`src/rtl/rotate_scale_offset_point_core_defines.svh`:
```
// Assertion macros shared by the rotate, scale and offset point core.
`ifndef ROTATE_SCALE_OFFSET_POINT_CORE_DEFINES_SVH
`define ROTATE_SCALE_OFFSET_POINT_CORE_DEFINES_SVH

`ifndef NO_ASSERTIONS

// Checked on every rising edge of clk_i, suspended while rst_ni is low.
`define RSOP_ASSERT(lbl, prop, msg) \
  lbl: assert property (@(posedge clk_i) disable iff (!rst_ni) prop) else $error(msg);

// Checked on every rising edge of clk_i, reset included.
`define RSOP_ASSERT_ALWAYS(lbl, prop, msg) \
  lbl: assert property (@(posedge clk_i) prop) else $error(msg);

`else

`define RSOP_ASSERT(lbl, prop, msg)
`define RSOP_ASSERT_ALWAYS(lbl, prop, msg)

`endif

`endif

```
`src/rtl/rsop_pkg.sv`:
```
// Shared constants, types and the arctangent table of the point transform core.
`timescale 1ns / 1ps

package rsop_pkg;

  // Fixed-point format of coordinates and of sine and cosine.
  localparam int FRAC_BITS       = 16;
  localparam int TRIG_ITERATIONS = 18;
  localparam int ATAN_ENTRIES    = 24;
  localparam int CORDIC_STEPS    = (TRIG_ITERATIONS < ATAN_ENTRIES) ?
                                   TRIG_ITERATIONS : ATAN_ENTRIES;

  // Field widths.
  localparam int COORD_W   = 32;
  localparam int SCALE_W   = 25;
  localparam int ANGLE_W   = 26;
  localparam int CS_W      = FRAC_BITS + 2;
  localparam int CORDIC_W  = 34;
  localparam int CFG_IDX_W = 3;

  // Degrees to radians in Q2.30 and the CORDIC start gain in Q2.30.
  localparam int DEG_TO_RAD_Q30  = 18740330;
  localparam int CORDIC_GAIN_Q30 = 652032874;

  localparam logic signed [SCALE_W-1:0] SCALE_RESET = SCALE_W'(1 << FRAC_BITS);
  localparam logic signed [CS_W-1:0]    CS_ONE      = CS_W'(1 << FRAC_BITS);

  // Configuration register indexes.
  typedef enum logic [CFG_IDX_W-1:0] {
    REG_REF_ORIGIN_X   = 3'd0,
    REG_REF_ORIGIN_Y   = 3'd1,
    REG_IMAGE_ORIGIN_X = 3'd2,
    REG_IMAGE_ORIGIN_Y = 3'd3,
    REG_PIXEL_SCALE    = 3'd4,
    REG_ROTATION_DEG   = 3'd5
  } cfg_reg_e;

  // Configuration that the point pipeline reads.
  typedef struct packed {
    logic signed [COORD_W-1:0] ref_origin_x;
    logic signed [COORD_W-1:0] ref_origin_y;
    logic signed [COORD_W-1:0] image_origin_x;
    logic signed [COORD_W-1:0] image_origin_y;
    logic signed [SCALE_W-1:0] pixel_scale;
  } cfg_t;

  // Sine and cosine held for the current angle, with the update in progress flag.
  typedef struct packed {
    logic                   busy;
    logic signed [CS_W-1:0] cosine;
    logic signed [CS_W-1:0] sine;
  } trig_t;

  // Arctangent of 2^-i in Q2.30.
  function automatic logic signed [CORDIC_W-1:0] atan_q30(input logic [4:0] idx);
    logic signed [CORDIC_W-1:0] val;
    case (idx)
      5'd0:    val = CORDIC_W'(843314857);
      5'd1:    val = CORDIC_W'(497837829);
      5'd2:    val = CORDIC_W'(263043837);
      5'd3:    val = CORDIC_W'(133525159);
      5'd4:    val = CORDIC_W'(67021687);
      5'd5:    val = CORDIC_W'(33543516);
      5'd6:    val = CORDIC_W'(16775851);
      5'd7:    val = CORDIC_W'(8388437);
      5'd8:    val = CORDIC_W'(4194283);
      5'd9:    val = CORDIC_W'(2097149);
      5'd10:   val = CORDIC_W'(1048575);
      5'd11:   val = CORDIC_W'(524287);
      5'd12:   val = CORDIC_W'(262143);
      5'd13:   val = CORDIC_W'(131071);
      5'd14:   val = CORDIC_W'(65535);
      5'd15:   val = CORDIC_W'(32767);
      5'd16:   val = CORDIC_W'(16383);
      5'd17:   val = CORDIC_W'(8191);
      5'd18:   val = CORDIC_W'(4095);
      5'd19:   val = CORDIC_W'(2047);
      5'd20:   val = CORDIC_W'(1023);
      5'd21:   val = CORDIC_W'(511);
      5'd22:   val = CORDIC_W'(255);
      5'd23:   val = CORDIC_W'(127);
      default: val = '0;
    endcase
    return val;
  endfunction

endpackage

```
`src/rtl/rsop_trig.sv`:
```
// Sequencer that reduces the rotation angle and runs CORDIC for cosine and sine.
`timescale 1ns / 1ps

module rsop_trig (
  input  logic                              clk_i,
  input  logic                              rst_ni,
  input  logic                              start_i,
  input  logic signed [rsop_pkg::ANGLE_W-1:0] angle_i,
  output rsop_pkg::trig_t                   trig_o
);

  localparam int F       = rsop_pkg::FRAC_BITS;
  localparam int ANG_W   = rsop_pkg::ANGLE_W + 1;
  localparam int DEG_W   = 26;
  localparam int PROD_W  = ANG_W + DEG_W;
  localparam int X_W     = rsop_pkg::CORDIC_W;
  localparam int CS_W    = rsop_pkg::CS_W;
  localparam int ITER_W  = $clog2(rsop_pkg::CORDIC_STEPS);
  localparam int CRND_SH = 30 - F;

  localparam logic signed [ANG_W-1:0]  FULL_C    = ANG_W'(360 << F);
  localparam logic signed [ANG_W-1:0]  HALF_C    = ANG_W'(180 << F);
  localparam logic signed [ANG_W-1:0]  QUARTER_C = ANG_W'(90 << F);
  localparam logic signed [DEG_W-1:0]  DEG_C     = DEG_W'(rsop_pkg::DEG_TO_RAD_Q30);
  localparam logic signed [PROD_W-1:0] ZRND_C    = PROD_W'(64'd1 << (F - 1));
  localparam logic signed [X_W-1:0]    GAIN_C    = X_W'(rsop_pkg::CORDIC_GAIN_Q30);
  localparam logic signed [X_W-1:0]    CRND_C    = X_W'(64'd1 << (CRND_SH - 1));
  localparam logic signed [X_W-1:0]    ONE_X     = X_W'(1 << F);
  localparam logic [ITER_W-1:0]        LAST_ITER = ITER_W'(rsop_pkg::CORDIC_STEPS - 1);

  typedef enum logic [3:0] {
    T_IDLE,
    T_WRAP,
    T_NORM,
    T_HALF,
    T_QUAD,
    T_CHECK,
    T_ZRND,
    T_ITER,
    T_DONE
  } trig_state_e;

  trig_state_e                state_q;
  logic signed [ANG_W-1:0]    ang_q;
  logic                       neg_q;
  logic signed [PROD_W-1:0]   prod_q;
  logic signed [X_W-1:0]      x_q;
  logic signed [X_W-1:0]      y_q;
  logic signed [X_W-1:0]      z_q;
  logic [ITER_W-1:0]          iter_q;
  logic signed [CS_W-1:0]     cos_q;
  logic signed [CS_W-1:0]     sin_q;

  logic signed [X_W-1:0]      x_shift;
  logic signed [X_W-1:0]      y_shift;
  logic signed [X_W-1:0]      atan_val;
  logic signed [PROD_W-1:0]   z_round;
  logic signed [CS_W-1:0]     cos_fin;
  logic signed [CS_W-1:0]     sin_fin;

  // Rounds a Q2.30 CORDIC result to the output format and clamps it to plus or minus one.
  function automatic logic signed [CS_W-1:0] finish_trig(input logic signed [X_W-1:0] v);
    logic signed [X_W-1:0] r;
    r = (v + CRND_C) >>> CRND_SH;
    if (r > ONE_X) begin
      r = ONE_X;
    end else if (r < -ONE_X) begin
      r = -ONE_X;
    end
    return CS_W'(r);
  endfunction

  // Negates a result when the angle was folded by half a turn.
  function automatic logic signed [CS_W-1:0] apply_sign(input logic signed [CS_W-1:0] v,
                                                        input logic n);
    return n ? -v : v;
  endfunction

  // One CORDIC step, the radian rounding and the final rounding.
  always_comb begin
    x_shift  = x_q >>> iter_q;
    y_shift  = y_q >>> iter_q;
    atan_val = rsop_pkg::atan_q30(5'(iter_q));
    z_round  = (prod_q + ZRND_C) >>> F;
    cos_fin  = finish_trig(x_q);
    sin_fin  = finish_trig(y_q);
  end

  // Sequencer state, working registers and the held cosine and sine.
  always_ff @(posedge clk_i or negedge rst_ni) begin
    if (!rst_ni) begin
      state_q <= T_IDLE;
      ang_q   <= '0;
      neg_q   <= 1'b0;
      prod_q  <= '0;
      x_q     <= '0;
      y_q     <= '0;
      z_q     <= '0;
      iter_q  <= '0;
      cos_q   <= rsop_pkg::CS_ONE;
      sin_q   <= '0;
    end else if (start_i) begin
      ang_q   <= ANG_W'(angle_i);
      state_q <= T_WRAP;
    end else begin
      case (state_q)
        T_IDLE: begin
          state_q <= T_IDLE;
        end
        // Remainder by a full turn, first correction for negative angles.
        T_WRAP: begin
          if (ang_q[ANG_W-1]) begin
            ang_q <= ang_q + FULL_C;
          end
          state_q <= T_NORM;
        end
        // Bring the angle into one full turn from zero.
        T_NORM: begin
          if (ang_q[ANG_W-1]) begin
            ang_q <= ang_q + FULL_C;
          end else if (ang_q >= FULL_C) begin
            ang_q <= ang_q - FULL_C;
          end
          state_q <= T_HALF;
        end
        // Centre on zero.
        T_HALF: begin
          if (ang_q >= HALF_C) begin
            ang_q <= ang_q - FULL_C;
          end
          state_q <= T_QUAD;
        end
        // Fold into plus or minus a quarter turn and note the sign flip.
        T_QUAD: begin
          if (ang_q > QUARTER_C) begin
            ang_q <= ang_q - HALF_C;
            neg_q <= 1'b1;
          end else if (ang_q < -QUARTER_C) begin
            ang_q <= ang_q + HALF_C;
            neg_q <= 1'b1;
          end else begin
            neg_q <= 1'b0;
          end
          state_q <= T_CHECK;
        end
        // Exact answers for zero and plus or minus a quarter turn; otherwise convert to radians.
        T_CHECK: begin
          if (ang_q == '0) begin
            cos_q   <= apply_sign(rsop_pkg::CS_ONE, neg_q);
            sin_q   <= '0;
            state_q <= T_IDLE;
          end else if (ang_q == QUARTER_C) begin
            cos_q   <= '0;
            sin_q   <= apply_sign(rsop_pkg::CS_ONE, neg_q);
            state_q <= T_IDLE;
          end else if (ang_q == -QUARTER_C) begin
            cos_q   <= '0;
            sin_q   <= apply_sign(-rsop_pkg::CS_ONE, neg_q);
            state_q <= T_IDLE;
          end else begin
            prod_q  <= ang_q * DEG_C;
            state_q <= T_ZRND;
          end
        end
        // Round the radian angle and load the CORDIC start vector.
        T_ZRND: begin
          z_q     <= X_W'(z_round);
          x_q     <= GAIN_C;
          y_q     <= '0;
          iter_q  <= '0;
          state_q <= T_ITER;
        end
        // One micro-rotation per cycle.
        T_ITER: begin
          if (!z_q[X_W-1]) begin
            x_q <= x_q - y_shift;
            y_q <= y_q + x_shift;
            z_q <= z_q - atan_val;
          end else begin
            x_q <= x_q + y_shift;
            y_q <= y_q - x_shift;
            z_q <= z_q + atan_val;
          end
          iter_q <= iter_q + 1'b1;
          if (iter_q == LAST_ITER) begin
            state_q <= T_DONE;
          end
        end
        T_DONE: begin
          cos_q   <= apply_sign(cos_fin, neg_q);
          sin_q   <= apply_sign(sin_fin, neg_q);
          state_q <= T_IDLE;
        end
        default: begin
          state_q <= T_IDLE;
        end
      endcase
    end
  end

  assign trig_o.busy   = (state_q != T_IDLE);
  assign trig_o.cosine = cos_q;
  assign trig_o.sine   = sin_q;

endmodule

```
`config.mk`:
```
export PLATFORM = sky130hd
export DESIGN_NAME = rsop_trig
export DESIGN_NICKNAME = d
export VERILOG_FILES = /design/src/rtl/rotate_scale_offset_point_core_defines.svh /design/src/rtl/rsop_pkg.sv /design/src/rtl/rsop_trig.sv
export SDC_FILE = /design/constraint.sdc
export NUM_CORES = 2
export LEC_CHECK = 0
export BUFFER_PORTS_ARGS = -buffer_cell sky130_fd_sc_hd__buf_2
export CORE_MARGIN = 2
export CORE_UTILIZATION = 45
export DETAILED_ROUTE_END_ITERATION = 6
export PLACE_DENSITY = 0.65
export SLEW_MARGIN = 20
export SYNTH_ARGS = -nofsm -noshare
export SYNTH_HDL_FRONTEND = slang
export SYNTH_SLANG_ARGS = --single-unit
```
`constraint.sdc`:
```
create_clock -name clk_i -period 10.2 [get_ports clk_i]
set_clock_uncertainty 0.05 [all_clocks]
set_input_delay 0 -clock clk_i [delete_from_list [all_inputs] [get_ports clk_i]]
set_output_delay 0 -clock clk_i [all_outputs]
set_load 0.02 [all_outputs]
```
==> impl_metrics.yaml <==
floorplan:
  coreArea_um2: 80420
  total_die_area_um2: 83410
  fp.dieW_um: 288.8
  placement_rows: 104
  pin_count: 66
  dieHeight_um: 288.8
  floorplan.initialDensity_pct: 45.39
sta:
  final_hold_viol_count: 1
  fin_crit_period_ns: 7.947
  maxSlewViolCount: 0
  maxClockFrequency_ghz: 0.1258
  timing.final.crit_share_pct: 77.91
  setup_violations: 0
  max_slew.worst_pin.slew_ns: 1.213
  slew_headroom_pct: 18.86
  timing.setup.tns_ns: 0
  unrepaired_setup_endpoints_after_global_routing: "false"
  timing.hold.ws_ns: -0.004652
routing:
  routed_wire_length_um: 110500
  post_drt_via_cell_ratio: 5.791
  num_vias: 31108
  final_antenna_net_count: 0
  dr.pass1.iters: 7
  first_iter_violations: 2943
  avgRoutedWirePerCell_um: 20.57
  drc: 0
yosys:
  synth_seq_cells: 210
  avgSynthCellArea_um2: 8.509
  synth_largest_type_area_fraction_pct: 17.11
  yosys-top-cells-count: "sky130_fd_sc_hd__inv_1, sky130_fd_sc_hd__nand2_1, sky130_fd_sc_hd__ha_1, sky130_fd_sc_hd__o21ai_0, sky130_fd_sc_hd__fa_1"
  synth_warnings: 0
  synth_edf_count: 0
  synth_area_um2: 36500
  ys_async_sr_fraction_pct: 100.0
  synth_area_leader_cell: "sky130_fd_sc_hd__fa_1"
  syn-instance-count: 4290
  most_frequent_cell_after_synthesis: "sky130_fd_sc_hd__inv_1"
  synth_area_leaders: "sky130_fd_sc_hd__fa_1, sky130_fd_sc_hd__dfrtp_1, sky130_fd_sc_hd__ha_1"
  synth-main-ff-cell: "sky130_fd_sc_hd__dfrtp_1"
  post_synth_num_cell_types: 98
  syn-num-nets: 5039
  synth-seq-area-share_pct: 14.40
clocking:
  clkLatencyLatePin_ns: 0.64
  clkTransAtPathRegs_ns: 0.06
  htree_levels: 1
  cts_buffers: 31
  cts-root-buf: "sky130_fd_sc_hd__clkbuf_16"
  post_cts_buffers: 0
  numClockSinks: 210
  post_cts_resize_count: 0
  cts_tree: "yes"
  clk_path_buf_depth: 3
setup_path:
  path_common_cell: "sky130_fd_sc_hd__fa_1"
  worstPathMaxFanout: 8
  worst_ep_required_time_ns: 10.71
  criticalPathCategory: "reg2reg"
  worst-endpoint-arrival_ns: 8.45
  worst_path_largest_cell_delay_ns: 0.61
  crit_path_end_kind: "register"
  setup.worst_path.start_class: "register"
  timing.critical_path.max_delay_family: "adder cells"
  cpMaxStageDelayCell: "sky130_fd_sc_hd__o31ai_1"
  path_buf_inv: 6
placement:
  routabilityCongestion: 1.028
  detailed_place_hpwl_um: 86320
  port-buffer-count: 65
layout:
  n_antenna_cell: 0
  finish.net_count: 5036
  regArea_um2: 5274
  fill_cells: 7719
  total_area_of_multi_input_combinational_cells_um2: 28030
  areaGrowthSynthToFinish_pct: 7.503
  drive_above_1_share_pct: 7.352
global_routing:
  grt_usage_pct: 26.48
  grt_first_pass_wirelength_um: 174600
  grt_pass1_vias: 30378
  antenna_found_initial: 0
  gr-total-overflow: 0
  grt_start_max_net_pins: 103
run:
  maxCapViolCount: 0
min_path:
  hold_path_class: "in2async"
outcome:
  failed_checks: "hold timing"
  status: "finished, violations left"
-- state kept, by name, indices dropped and copies added, names as in the netlist --
| register | count |
|---|---|
| x_q | 34 |
| prod_q | 35 |
| cos_q | 18 |
| y_q | 34 |
| state_q | 4 |
| sin_q | 18 |
| ang_q | 27 |
| neg_q | 1 |
| iter_q | 5 |
| z_q | 34 |
-- cell families (layout without fill, tap and decap cells) --
logic type	Yosys count	in the layout	synth area share, %
flip-flops	210	210	14.40
AND/OR/NAND/NOR	1073	1073	13.95
adder cells (fa/ha/maj)	720	720	31.10
AO/OA/AOI/OAI	994	994	16.99
XOR/XNOR	319	319	7.654
buffers and inverters	816	838	8.871
multiplexers	158	158	7.037
-- stage by stage --
step	setup WS (ns)	instance area [um^2]	util [%]	hold slack (ns)	instances
after floorplan	2.905	36500	-	-0.3456	4290
after global placement	2.338	37620	46.78	0.1001	5262
after detailed placement	2.278	37620	46.78	0.1149	5262
after CTS	2.259	39240	48.79	0.03624	5372
after global routing	1.581	39240	48.80	0.07833	5372
final	2.253	39240	48.80	-0.004652	5372
-- per-layer routing --
metal,track usage (%),vias to the layer above,routed length (um)
li1,-,14620,-
met1,38.43,15087,50830
met2,40.96,1195,47930
met3,4.157,206,8284
met4,7.165,0,3469
met5,0,-,0
-- repair_timing --
action	4_1_cts	5_1_grt
hold buffers	52	0
endpoints found under the setup margin	0	0
endpoints found under the hold margin	128	0
-- layout make-up --
class,instances,share of cell area [%]
multi-input cells,3264,71.42
flip-flops and latches,210,13.44
repair buffers,162,3.042
inverters,618,5.911
clock buffers,42,2.261
well taps,1060,3.380
clock inverters,16,0.5452
-- cells in the final DEF, fill, tap and decap left out, types with 64 or more instances in the layout --
cell                      instances
sky130_fd_sc_hd__a21o_1          74
sky130_fd_sc_hd__inv_1          616
sky130_fd_sc_hd__nand2_1        414
sky130_fd_sc_hd__mux4_2          75
sky130_fd_sc_hd__buf_2           64
sky130_fd_sc_hd__nor2_1         252
sky130_fd_sc_hd__xnor2_1        190
sky130_fd_sc_hd__a21oi_1        269
sky130_fd_sc_hd__fa_1           312
sky130_fd_sc_hd__dfrtp_1        201
sky130_fd_sc_hd__nand3_1         75
sky130_fd_sc_hd__xor2_1         129
sky130_fd_sc_hd__o21ai_0        316
sky130_fd_sc_hd__ha_1           408
-- final timing paths --
kind | from | end | slack (ns) | depth (start not counted)
setup / recovery | ang_q[7] | prod_q[47] | 2.25 | 26
hold / removal | rst_ni | z_q[6] | -0.005 | 2
setup reg to reg | ang_q[7] | prod_q[47] | 2.25 | 26
hold reg to reg | sin_q[17] | sin_q[17] | 0.43 | 1
max in group asynchronous | rst_ni | state_q[0] | 8.54 | 3
min in group clk_i | angle_i[8] | ang_q[8] | 0.11 | 4
Power is not shown: default switching activity piles up to over one toggle a cycle in this logic, so the estimate is an artifact.
